===== src/rtl/core/sqltxc_pkg.sv =====
// ----------------------------------------------------------------------------
// SQL transaction classifier package
// Types, constants and the per-byte scanner functions for the statement
// classifier: state encodings, keyword spellings and the verdict rule.
// ----------------------------------------------------------------------------
package sqltxc_pkg;

	typedef enum logic [2:0] {
		PH_LEAD,
		PH_KEYWORD,
		PH_AFTER_KW,
		PH_WORK,
		PH_AFTER_WK,
		PH_AFTER_SC,
		PH_FAILED
	} phase_t;

	typedef enum logic [1:0] {
		CM_NONE,
		CM_LINE,
		CM_BLOCK,
		CM_BRACE
	} comment_t;

	typedef enum logic [1:0] {
		LD_NONE,
		LD_DASH,
		LD_SLASH
	} lead_t;

	typedef enum logic [1:0] {
		KIND_NONE,
		KIND_BEGIN,
		KIND_COMMIT,
		KIND_ROLLBACK
	} kind_t;

	typedef struct packed {
		phase_t   phase;
		kind_t    keyword_id;
		logic [3:0] match_pos;
		comment_t comment_kind;
		lead_t    pending_lead;
		logic     star_seen;
	} scan_state_t;

	localparam scan_state_t SCAN_RESET = '{
		phase:        PH_LEAD,
		keyword_id:   KIND_NONE,
		match_pos:    4'd0,
		comment_kind: CM_NONE,
		pending_lead: LD_NONE,
		star_seen:    1'b0
	};

	localparam logic [3:0] WORK_LEN = 4'd4;

	localparam logic [7:0] CH_NUL       = 8'h00;
	localparam logic [7:0] CH_NEWLINE   = 8'h0A;
	localparam logic [7:0] CH_SPACE     = 8'h20;
	localparam logic [7:0] CH_DASH      = "-";
	localparam logic [7:0] CH_SLASH     = "/";
	localparam logic [7:0] CH_STAR      = "*";
	localparam logic [7:0] CH_OPEN_BR   = "{";
	localparam logic [7:0] CH_CLOSE_BR  = "}";
	localparam logic [7:0] CH_SEMICOLON = ";";
	localparam logic [7:0] CH_UNDERSCORE = "_";

	localparam logic [7:0] KW_BEGIN    [8] = '{"b", "e", "g", "i", "n", 8'h00, 8'h00, 8'h00};
	localparam logic [7:0] KW_COMMIT   [8] = '{"c", "o", "m", "m", "i", "t", 8'h00, 8'h00};
	localparam logic [7:0] KW_ROLLBACK [8] = '{"r", "o", "l", "l", "b", "a", "c", "k"};
	localparam logic [7:0] KW_WORK     [4] = '{"w", "o", "r", "k"};

	function automatic logic [7:0] lower_of(input logic [7:0] c);
		lower_of = (c >= "A" && c <= "Z") ? c + 8'h20 : c;
	endfunction

	function automatic logic is_blank(input logic [7:0] c);
		is_blank = (c == CH_SPACE) || (c >= 8'h09 && c <= 8'h0D);
	endfunction

	function automatic logic is_word_char(input logic [7:0] c);
		logic [7:0] l;
		l = lower_of(c);
		is_word_char = (l >= "a" && l <= "z") || (c >= "0" && c <= "9")
			|| (c == CH_UNDERSCORE);
	endfunction

	function automatic logic [3:0] kw_len(input kind_t id);
		unique case (id)
			KIND_BEGIN:    kw_len = 4'd5;
			KIND_COMMIT:   kw_len = 4'd6;
			KIND_ROLLBACK: kw_len = 4'd8;
			default:       kw_len = 4'd0;
		endcase
	endfunction

	function automatic logic [7:0] kw_char(input kind_t id, input logic [2:0] pos);
		unique case (id)
			KIND_BEGIN:    kw_char = KW_BEGIN[pos];
			KIND_COMMIT:   kw_char = KW_COMMIT[pos];
			KIND_ROLLBACK: kw_char = KW_ROLLBACK[pos];
			default:       kw_char = CH_NUL;
		endcase
	endfunction

	// A byte that is neither blank nor comment, seen in a blanks phase.
	function automatic scan_state_t take_token(input scan_state_t s, input logic [7:0] c);
		scan_state_t n;
		logic [7:0]  l;
		n = s;
		l = lower_of(c);
		case (s.phase)
			PH_LEAD: begin
				n.phase     = PH_KEYWORD;
				n.match_pos = 4'd1;
				if (l == "b")      n.keyword_id = KIND_BEGIN;
				else if (l == "c") n.keyword_id = KIND_COMMIT;
				else if (l == "r") n.keyword_id = KIND_ROLLBACK;
				else begin
					n.phase     = PH_FAILED;
					n.match_pos = s.match_pos;
				end
			end
			PH_AFTER_KW: begin
				if (l == "w") begin
					n.phase     = PH_WORK;
					n.match_pos = 4'd1;
				end else if (c == CH_SEMICOLON) begin
					n.phase = PH_AFTER_SC;
				end else begin
					n.phase = PH_FAILED;
				end
			end
			PH_AFTER_WK: begin
				n.phase = (c == CH_SEMICOLON) ? PH_AFTER_SC : PH_FAILED;
			end
			default: n.phase = PH_FAILED;
		endcase
		return n;
	endfunction

	// One byte in a blanks phase: comments, pending lead-ins and whitespace.
	function automatic scan_state_t skip_byte(input scan_state_t s, input logic [7:0] c);
		scan_state_t n;
		n = s;
		if (s.comment_kind == CM_LINE) begin
			if (c == CH_NEWLINE) n.comment_kind = CM_NONE;
		end else if (s.comment_kind == CM_BLOCK) begin
			if (s.star_seen && c == CH_SLASH) begin
				n.comment_kind = CM_NONE;
				n.star_seen    = 1'b0;
			end else begin
				n.star_seen = (c == CH_STAR);
			end
		end else if (s.comment_kind == CM_BRACE) begin
			if (c == CH_CLOSE_BR) n.comment_kind = CM_NONE;
		end else if (s.pending_lead == LD_DASH) begin
			n.pending_lead = LD_NONE;
			if (c == CH_DASH) n.comment_kind = CM_LINE;
			else              n.phase        = PH_FAILED;
		end else if (s.pending_lead == LD_SLASH) begin
			n.pending_lead = LD_NONE;
			if (c == CH_STAR) begin
				n.comment_kind = CM_BLOCK;
				n.star_seen    = 1'b0;
			end else begin
				n.phase = PH_FAILED;
			end
		end else if (is_blank(c)) begin
			n = s;
		end else if (c == CH_DASH) begin
			n.pending_lead = LD_DASH;
		end else if (c == CH_SLASH) begin
			n.pending_lead = LD_SLASH;
		end else if (c == CH_OPEN_BR) begin
			n.comment_kind = CM_BRACE;
		end else begin
			n = take_token(s, c);
		end
		return n;
	endfunction

	// Full state update for one non-terminating byte.
	function automatic scan_state_t scan_step(input scan_state_t s, input logic [7:0] c);
		scan_state_t n;
		logic [3:0]  len;
		logic [7:0]  want;
		n = s;
		len = (s.phase == PH_WORK) ? WORK_LEN : kw_len(s.keyword_id);
		want = (s.phase == PH_WORK) ? KW_WORK[s.match_pos[1:0]]
			: kw_char(s.keyword_id, s.match_pos[2:0]);
		case (s.phase)
			PH_KEYWORD, PH_WORK: begin
				if (s.match_pos < len) begin
					if (lower_of(c) == want) n.match_pos = s.match_pos + 4'd1;
					else                     n.phase     = PH_FAILED;
				end else if (is_word_char(c)) begin
					n.phase = PH_FAILED;
				end else begin
					n.phase     = (s.phase == PH_WORK) ? PH_AFTER_WK : PH_AFTER_KW;
					n.match_pos = 4'd0;
					n = skip_byte(n, c);
				end
			end
			PH_LEAD, PH_AFTER_KW, PH_AFTER_WK, PH_AFTER_SC: n = skip_byte(s, c);
			default: n.phase = PH_FAILED;
		endcase
		return n;
	endfunction

	function automatic kind_t verdict(input scan_state_t s);
		logic ok;
		case (s.phase)
			PH_KEYWORD: ok = (s.match_pos == kw_len(s.keyword_id));
			PH_WORK:    ok = (s.match_pos == WORK_LEN);
			PH_AFTER_KW, PH_AFTER_WK, PH_AFTER_SC: ok = (s.pending_lead == LD_NONE);
			default:    ok = 1'b0;
		endcase
		return ok ? s.keyword_id : KIND_NONE;
	endfunction

endpackage


===== src/rtl/core/sql_transaction_statement_classifier.sv =====
// A byte waits in the input register; a terminating zero byte then shows its verdict
// on kind from the result register, which it reaches from the input register.
// Throughput: one byte per cycle while no terminating byte is held in the input register.
// A terminating byte waits in the input register only while an earlier verdict is stalled.
// Reset (arst_n low, asynchronous) empties both registers and puts the scanner
// at the start of a statement.
// ----------------------------------------------------------------------------
// SQL transaction statement classifier
// Scans SQL text one byte per beat and, on the terminating zero byte, reports
// whether the statement was BEGIN, COMMIT or ROLLBACK (with optional WORK and ';').
// ----------------------------------------------------------------------------
module sql_transaction_statement_classifier (
	input  logic                clk,
	input  logic                arst_n,
	input  logic                in_valid,
	output logic                in_stall,
	input  logic [7:0]          ch,
	output logic                out_valid,
	input  logic                out_stall,
	output sqltxc_pkg::kind_t   kind
);
	import sqltxc_pkg::*;

	// Input register: one byte beat waiting to be scanned.
	logic        valid_s1;
	logic [7:0]  ch_s1;

	// Scanner state carried from byte to byte within a statement.
	scan_state_t state_q;

	// Result register: the verdict beat offered downstream.
	logic        out_valid_q;
	kind_t       kind_q;

	logic        is_end_s1;
	logic        blocked;
	logic        take_s1;
	logic        accept;
	scan_state_t state_next;

	assign is_end_s1 = (ch_s1 == CH_NUL);

	// Only a terminating byte needs the result register, so ordinary text
	// keeps flowing even while a verdict is held up downstream.
	assign blocked  = valid_s1 && is_end_s1 && out_valid_q && out_stall;
	assign take_s1  = valid_s1 && !blocked;
	assign in_stall = blocked;
	assign accept   = in_valid && !in_stall;

	// The whole per-byte update is a short combinational step.
	assign state_next = scan_step(state_q, ch_s1);

	always_ff @(posedge clk or negedge arst_n) begin
		if (!arst_n) begin
			valid_s1 <= 1'b0;
		end else if (accept) begin
			valid_s1 <= 1'b1;
		end else if (take_s1) begin
			valid_s1 <= 1'b0;
		end
	end

	// Payload register needs no reset.
	always_ff @(posedge clk) begin
		if (accept) begin
			ch_s1 <= ch;
		end
	end

	// The terminating byte returns the scanner to the start of a statement.
	always_ff @(posedge clk or negedge arst_n) begin
		if (!arst_n) begin
			state_q <= SCAN_RESET;
		end else if (take_s1) begin
			state_q <= is_end_s1 ? SCAN_RESET : state_next;
		end
	end

	always_ff @(posedge clk or negedge arst_n) begin
		if (!arst_n) begin
			out_valid_q <= 1'b0;
		end else if (take_s1 && is_end_s1) begin
			out_valid_q <= 1'b1;
		end else if (!out_stall) begin
			out_valid_q <= 1'b0;
		end
	end

	always_ff @(posedge clk) begin
		if (take_s1 && is_end_s1) begin
			kind_q <= verdict(state_q);
		end
	end

	assign out_valid = out_valid_q;
	assign kind      = kind_q;

	// A terminating byte always leaves the scanner at the start of a statement.
	a_end_resets: assert property (@(posedge clk) disable iff (!arst_n)
		take_s1 && is_end_s1 |=> state_q == SCAN_RESET)
		else $error("scanner not reset after end of statement");

	// Ordinary text never raises a verdict.
	a_no_spurious_result: assert property (@(posedge clk) disable iff (!arst_n)
		take_s1 && !is_end_s1 && !out_valid_q |=> !out_valid_q)
		else $error("verdict raised without a terminating byte");

	// A failed statement stays failed until its end.
	a_fail_sticky: assert property (@(posedge clk) disable iff (!arst_n)
		take_s1 && !is_end_s1 && state_q.phase == PH_FAILED |=> state_q.phase == PH_FAILED)
		else $error("failure not sticky");

	// Inside a comment no dash or slash lead-in can be pending.
	a_comment_no_lead: assert property (@(posedge clk) disable iff (!arst_n)
		state_q.comment_kind != CM_NONE |-> state_q.pending_lead == LD_NONE)
		else $error("lead-in pending inside a comment");

endmodule


===== config.mk =====
export PLATFORM = sky130hd
export DESIGN_NAME = sql_transaction_statement_classifier
export DESIGN_NICKNAME = d
export VERILOG_FILES = /design/src/rtl/core/sqltxc_pkg.sv /design/src/rtl/core/sql_transaction_statement_classifier.sv
export SDC_FILE = /design/constraint.sdc
export NUM_CORES = 1
export LEC_CHECK = 0
export ABC_CLOCK_PERIOD_IN_PS = 2690
export BUFFER_PORTS_ARGS = -buffer_cell sky130_fd_sc_hd__buf_2
export CORE_MARGIN = 1
export CORE_UTILIZATION = 58
export CTS_BUF_LIST = sky130_fd_sc_hd__clkbuf_4
export DETAILED_ROUTE_END_ITERATION = 7
export PLACE_DENSITY = 0.77
export SLEW_MARGIN = 10
export SYNTH_ARGS = -nofsm -noshare
export SYNTH_HDL_FRONTEND = slang
export SYNTH_SLANG_ARGS = --single-unit

===== constraint.sdc =====
create_clock -name clk -period 2.69 [get_ports clk]
set_input_delay 0.1345 -clock clk [delete_from_list [all_inputs] [get_ports clk]]
set_output_delay 0.1345 -clock clk [all_outputs]
set_load 0.05 [all_outputs]

==> impl_metrics.prom <==
# TYPE chip_impl_metric gauge
chip_impl_info{name="run_status",value="finished with violations"} 1
chip_impl_info{name="failed_checks",value="negative setup slack"} 1
chip_impl_metric{name="avgSynthCellArea",unit="µm²"} 8.18
chip_impl_metric{name="grt_antenna_before_repair",unit=""} 0
chip_impl_info{name="cp-end-kind",value="flop"} 1
chip_impl_metric{name="storage_element_area",unit="µm²"} 704
chip_impl_metric{name="synth_cells",unit=""} 370
chip_impl_metric{name="timing.max_cap.violations",unit=""} 0
chip_impl_metric{name="final_nets",unit=""} 480
chip_impl_metric{name="floorplan.die.width",unit="µm"} 74.3
chip_impl_metric{name="layout_min_cycle_time",unit="ns"} 2.81
chip_impl_metric{name="critical_path_required",unit="ns"} 2.94
chip_impl_metric{name="worst-r2r-setup-slack",unit="ns"} -0.12
chip_impl_metric{name="first_iter_violations",unit=""} 376
chip_impl_metric{name="instance_count_along_the_most_critical_hold_path",unit=""} 3
chip_impl_metric{name="grt_usage",unit=""} 0.342
chip_impl_metric{name="arrival",unit="ns"} 3.07
chip_impl_metric{name="ir_drop",unit="mV"} 0.221
chip_impl_metric{name="fp.dieArea",unit="µm²"} 5510
chip_impl_metric{name="cts-buffers-inserted",unit=""} 3
chip_impl_metric{name="h-tree-depth",unit=""} 1
chip_impl_metric{name="routed_wire_length_per_instance",unit="µm"} 19.1
chip_impl_metric{name="synth-compound-area-share",unit=""} 0.281
chip_impl_metric{name="timing.max_slew.rel_slack",unit=""} 0.329
chip_impl_info{name="cts_tree",value="done"} 1
chip_impl_metric{name="fillCellCount",unit=""} 343
chip_impl_metric{name="cts.reportedPaths.clkPinSlew",unit="ns"} 0.16
chip_impl_info{name="hold_path.startpoint",value="out_stall"} 1
chip_impl_metric{name="synthesis.area",unit="µm²"} 3030
chip_impl_metric{name="fin_worst_hold_slack",unit="ns"} 0.0383
chip_impl_metric{name="r2r_cells",unit=""} 11
chip_impl_metric{name="num_vias",unit=""} 3364
chip_impl_metric{name="synth_simple_gate_area_share",unit=""} 0.305
chip_impl_info{name="rr_endpoint",value="state_q[11]$_DFFE_PN0P_"} 1
chip_impl_metric{name="fin_area",unit="µm²"} 3920
chip_impl_metric{name="synth.distinct_cells",unit=""} 83
chip_impl_metric{name="timing.final.max_slew_violations",unit=""} 0
chip_impl_metric{name="insertion_delay",unit="ns"} 0.34
chip_impl_metric{name="dp_worst_setup_slack",unit="ns"} -0.0550
chip_impl_metric{name="synth-warning-count",unit=""} 0
chip_impl_metric{name="worst_slew_pin_slew",unit="ns"} 0.991
chip_impl_info{name="whs_endpoint",value="out_valid$_DFFE_PN0P_"} 1
chip_impl_metric{name="grt_pass1_wl",unit="mm"} 14.3
chip_impl_info{name="synthFlopType",value="sky130_fd_sc_hd__dfrtp_1"} 1
chip_impl_metric{name="place_hpwl",unit="mm"} 6.72
chip_impl_metric{name="yosys.area_share.xor_xnor",unit=""} 0.00868
chip_impl_metric{name="vias_per_cell",unit=""} 6.57
chip_impl_metric{name="ffs_w_async_s_r_synth",unit=""} 0.615
chip_impl_info{name="cts-root-buf",value="sky130_fd_sc_hd__clkbuf_4"} 1
chip_impl_metric{name="synth_sequential_area_ratio",unit=""} 0.231
chip_impl_metric{name="synth.ff_latch_count",unit=""} 26
chip_impl_metric{name="cts-root-to-sink-buffers",unit=""} 2
chip_impl_info{name="min-delay-path-class",value="input pin to flop"} 1
chip_impl_metric{name="core_box_area",unit="µm²"} 4880
chip_impl_metric{name="die_h",unit="µm"} 74.3
chip_impl_metric{name="post_route_cells_drive_above_1_share",unit=""} 0.315
chip_impl_info{name="grt_setup_unrepaired",value="yes"} 1
chip_impl_metric{name="io_pins",unit=""} 16
chip_impl_metric{name="syn_nets",unit=""} 404
chip_impl_metric{name="final-setup-viol-count",unit=""} 6
chip_impl_metric{name="multiInputGateArea",unit="µm²"} 2350
chip_impl_metric{name="post_dp_cell_area",unit="µm²"} 3470
chip_impl_metric{name="yosys.area_share.adder",unit=""} 0.0909
chip_impl_metric{name="grt_start_max_net_pins",unit=""} 17
chip_impl_metric{name="grt_pass1_vias",unit=""} 3076
chip_impl_metric{name="achievable_freq",unit="MHz"} 355
chip_impl_metric{name="insertedDiodeCount",unit=""} 0
chip_impl_metric{name="cts.sinks",unit=""} 26
chip_impl_metric{name="synth_edf_count",unit=""} 10
chip_impl_info{name="cp-start-kind",value="flop"} 1
chip_impl_metric{name="total_leakage_power",unit="nW"} 1.59
chip_impl_metric{name="syn_to_final_growth",unit="%"} 29.5
chip_impl_info{name="worstReg2RegStart",value="state_q[13]$_DFFE_PN0P_"} 1
chip_impl_metric{name="worstPathMaxFanout",unit=""} 4
chip_impl_metric{name="routabilityCongestion",unit=""} 0.983
chip_impl_metric{name="post_synth_mux_area_share",unit=""} 0.0252
chip_impl_metric{name="drt-total-wl",unit="mm"} 9.76
chip_impl_metric{name="starting_utilization_of_the_core_area",unit=""} 0.621
chip_impl_metric{name="fin_crit_sh",unit=""} 1.05
chip_impl_metric{name="globalRoute.totalOverflow",unit=""} 0
chip_impl_metric{name="finalSetupTns",unit="ns"} -0.418
chip_impl_metric{name="p_per_area",unit="nW/µm²"} 223
chip_impl_metric{name="core.rowCount",unit=""} 25
chip_impl_metric{name="port_buffers",unit=""} 15
chip_impl_info{name="worstSetupPathType",value="flop to flop"} 1
chip_impl_info{name="dominant_combinational_cell_family_by_area_after_synthesis",value="simple AND/OR/NAND/NOR gates"} 1
chip_impl_metric{name="drc_violations",unit=""} 0
chip_impl_metric{name="hold_vio_cnt_final",unit=""} 0
chip_impl_metric{name="ant_nets",unit=""} 0
chip_impl_metric{name="finalWorstSetupSlack",unit="ns"} -0.123
chip_impl_metric{name="finClkSkew",unit="ns"} 0.00485
chip_impl_metric{name="drtPass1Iterations",unit=""} 6
metal layers:
| metal | wire length [µm] | part of all wire | GRT usage |
|---|---|---|---|
| met1 | 4070 | 0.42 | 0.441 |
| met2 | 4880 | 0.50 | 0.619 |
| met3 | 583 | 0.060 | 0.0325 |
| met4 | 218 | 0.022 | 0.0776 |
| met5 | 0 | 0 | 0 |
state kept, by name, summed over array words and instances, names as in the netlist:
name,flops
state_q,14
valid_s1,1
kind,2
ch_s1,8
out_valid,1
where the power goes:
group | internal, mW | leakage, nW | switching, mW
Combinational | 0.112 | 1.28 | 0.131
Clock | 0.0548 | 0.0154 | 0.133
Sequential | 0.425 | 0.288 | 0.0195
placed cells by master (no fill, tap or decap), types with 4 or more instances in the layout:
master,netlist,routed
sky130_fd_sc_hd__dfrtp_1,16,13
sky130_fd_sc_hd__mux2i_1,5,4
sky130_fd_sc_hd__nor4_2,2,5
sky130_fd_sc_hd__inv_1,17,14
sky130_fd_sc_hd__nand2b_1,7,7
sky130_fd_sc_hd__and3_1,4,4
sky130_fd_sc_hd__buf_4,1,66
sky130_fd_sc_hd__nor3_1,7,5
sky130_fd_sc_hd__and2_1,9,9
sky130_fd_sc_hd__o21bai_1,4,4
sky130_fd_sc_hd__dlygate4sd3_1,0,10
sky130_fd_sc_hd__edfxtp_1,10,10
sky130_fd_sc_hd__nand2_1,32,30
sky130_fd_sc_hd__a21oi_1,21,20
sky130_fd_sc_hd__clkbuf_4,0,4
sky130_fd_sc_hd__nand4_1,12,12
sky130_fd_sc_hd__nand3_1,11,11
sky130_fd_sc_hd__nand4b_1,4,4
sky130_fd_sc_hd__o211ai_1,7,7
sky130_fd_sc_hd__nand3b_1,4,4
sky130_fd_sc_hd__or3_1,4,4
sky130_fd_sc_hd__nor2_1,29,28
sky130_fd_sc_hd__o21ai_0,19,16
sky130_fd_sc_hd__ha_1,22,15
sky130_fd_sc_hd__nor2b_1,8,7
sky130_fd_sc_hd__o21ai_1,4,7
sky130_fd_sc_hd__o41ai_2,3,5
sky130_fd_sc_hd__ha_4,0,5
sky130_fd_sc_hd__buf_2,8,14
how the worst max path moves through the flow:
| stage | from | to | cells after the start |
|---|---|---|---|
| 6_report | state_q[13]$_DFFE_PN0P_ | state_q[11]$_DFFE_PN0P_ | 11 |
| 4_1_cts | state_q[10]$_DFFE_PN0P_ | state_q[0]$_DFFE_PN0P_ | 13 |
| 3_3_place_gp | state_q[5]$_DFFE_PN0P_ | state_q[11]$_DFFE_PN0P_ | 10 |
| 3_5_place_dp | state_q[9]$_DFFE_PN0P_ | state_q[11]$_DFFE_PN0P_ | 12 |
| 5_1_grt | state_q[13]$_DFFE_PN0P_ | state_q[1]$_DFFE_PN0P_ | 11 |
| 2_1_floorplan | state_q[13]$_DFFE_PN0P_ | state_q[11]$_DFFE_PN0P_ | 12 |
worst max-delay path, stage by stage, from the launching register on:
cell	delay, ns
sky130_fd_sc_hd__dfrtp_1	0.41
sky130_fd_sc_hd__nand3b_1	0.29
sky130_fd_sc_hd__nand2_4	0.15
sky130_fd_sc_hd__ha_4	0.21
sky130_fd_sc_hd__nor2b_4	0.12
sky130_fd_sc_hd__o211ai_1	0.25
sky130_fd_sc_hd__nand3b_1	0.16
sky130_fd_sc_hd__nand4b_1	0.22
sky130_fd_sc_hd__a211oi_2	0.26
sky130_fd_sc_hd__and2_4	0.22
sky130_fd_sc_hd__a311oi_4	0.10
sky130_fd_sc_hd__mux2_4	0.33
cell usage after synthesis (7+ instances only):
cell / count / area (µm²)
sky130_fd_sc_hd__a21oi_1: 21 / 105
sky130_fd_sc_hd__and2_1: 9 / 56.3
sky130_fd_sc_hd__buf_2: 8 / 40.0
sky130_fd_sc_hd__clkbuf_1: 7 / 26.3
sky130_fd_sc_hd__dfrtp_1: 16 / 400
sky130_fd_sc_hd__edfxtp_1: 10 / 300
sky130_fd_sc_hd__ha_1: 22 / 275
sky130_fd_sc_hd__inv_1: 17 / 63.8
sky130_fd_sc_hd__nand2_1: 32 / 120
sky130_fd_sc_hd__nand2b_1: 7 / 43.8
sky130_fd_sc_hd__nand3_1: 11 / 55.1
sky130_fd_sc_hd__nand4_1: 12 / 75.1
sky130_fd_sc_hd__nor2_1: 29 / 109
sky130_fd_sc_hd__nor2b_1: 8 / 50.1
sky130_fd_sc_hd__nor3_1: 7 / 35.0
sky130_fd_sc_hd__o211ai_1: 7 / 52.6
sky130_fd_sc_hd__o21ai_0: 19 / 95.1
metrics by stage:
| step | power (mW) | util | cells |
|---|---|---|---|
| global route | 0.907 | 0.804 | 512 |
| floorplan | 0.573 | - | 370 |
| finish | 0.875 | 0.804 | 512 |
| global placement | 0.645 | 0.711 | 482 |
| detailed placement | 0.649 | 0.711 | 482 |
| CTS | 0.837 | 0.742 | 498 |
what timing repair did:
item / 4_1_cts / 5_1_grt
endpoints found under the hold margin: 25 / 0
pin swaps: 6 / 15
hold buffers: 10 / 0
setup endpoints to repair: 3 / 12
gates resized for setup: 3 / 40
setup buffers: 2 / 14
cell families (layout without fill, tap and decap cells):
logic type / after synthesis / after routing
compound gates: 111 / 111
simple gates: 162 / 162
flops: 26 / 26
buf+inv: 39 / 114
fa+ha+maj: 22 / 22
xor+xnor: 3 / 3
mux: 7 / 7
area by class of cell:
cell class              count  area share
flip-flops and latches     26       0.180
repair buffers             92       0.174
well taps                  67      0.0214
clock inverters             1    0.000957
multi-input cells         305       0.600
clock buffers               3     0.00574
inverters                  18      0.0179
Note: power is estimated with default switching activity, not from simulation.
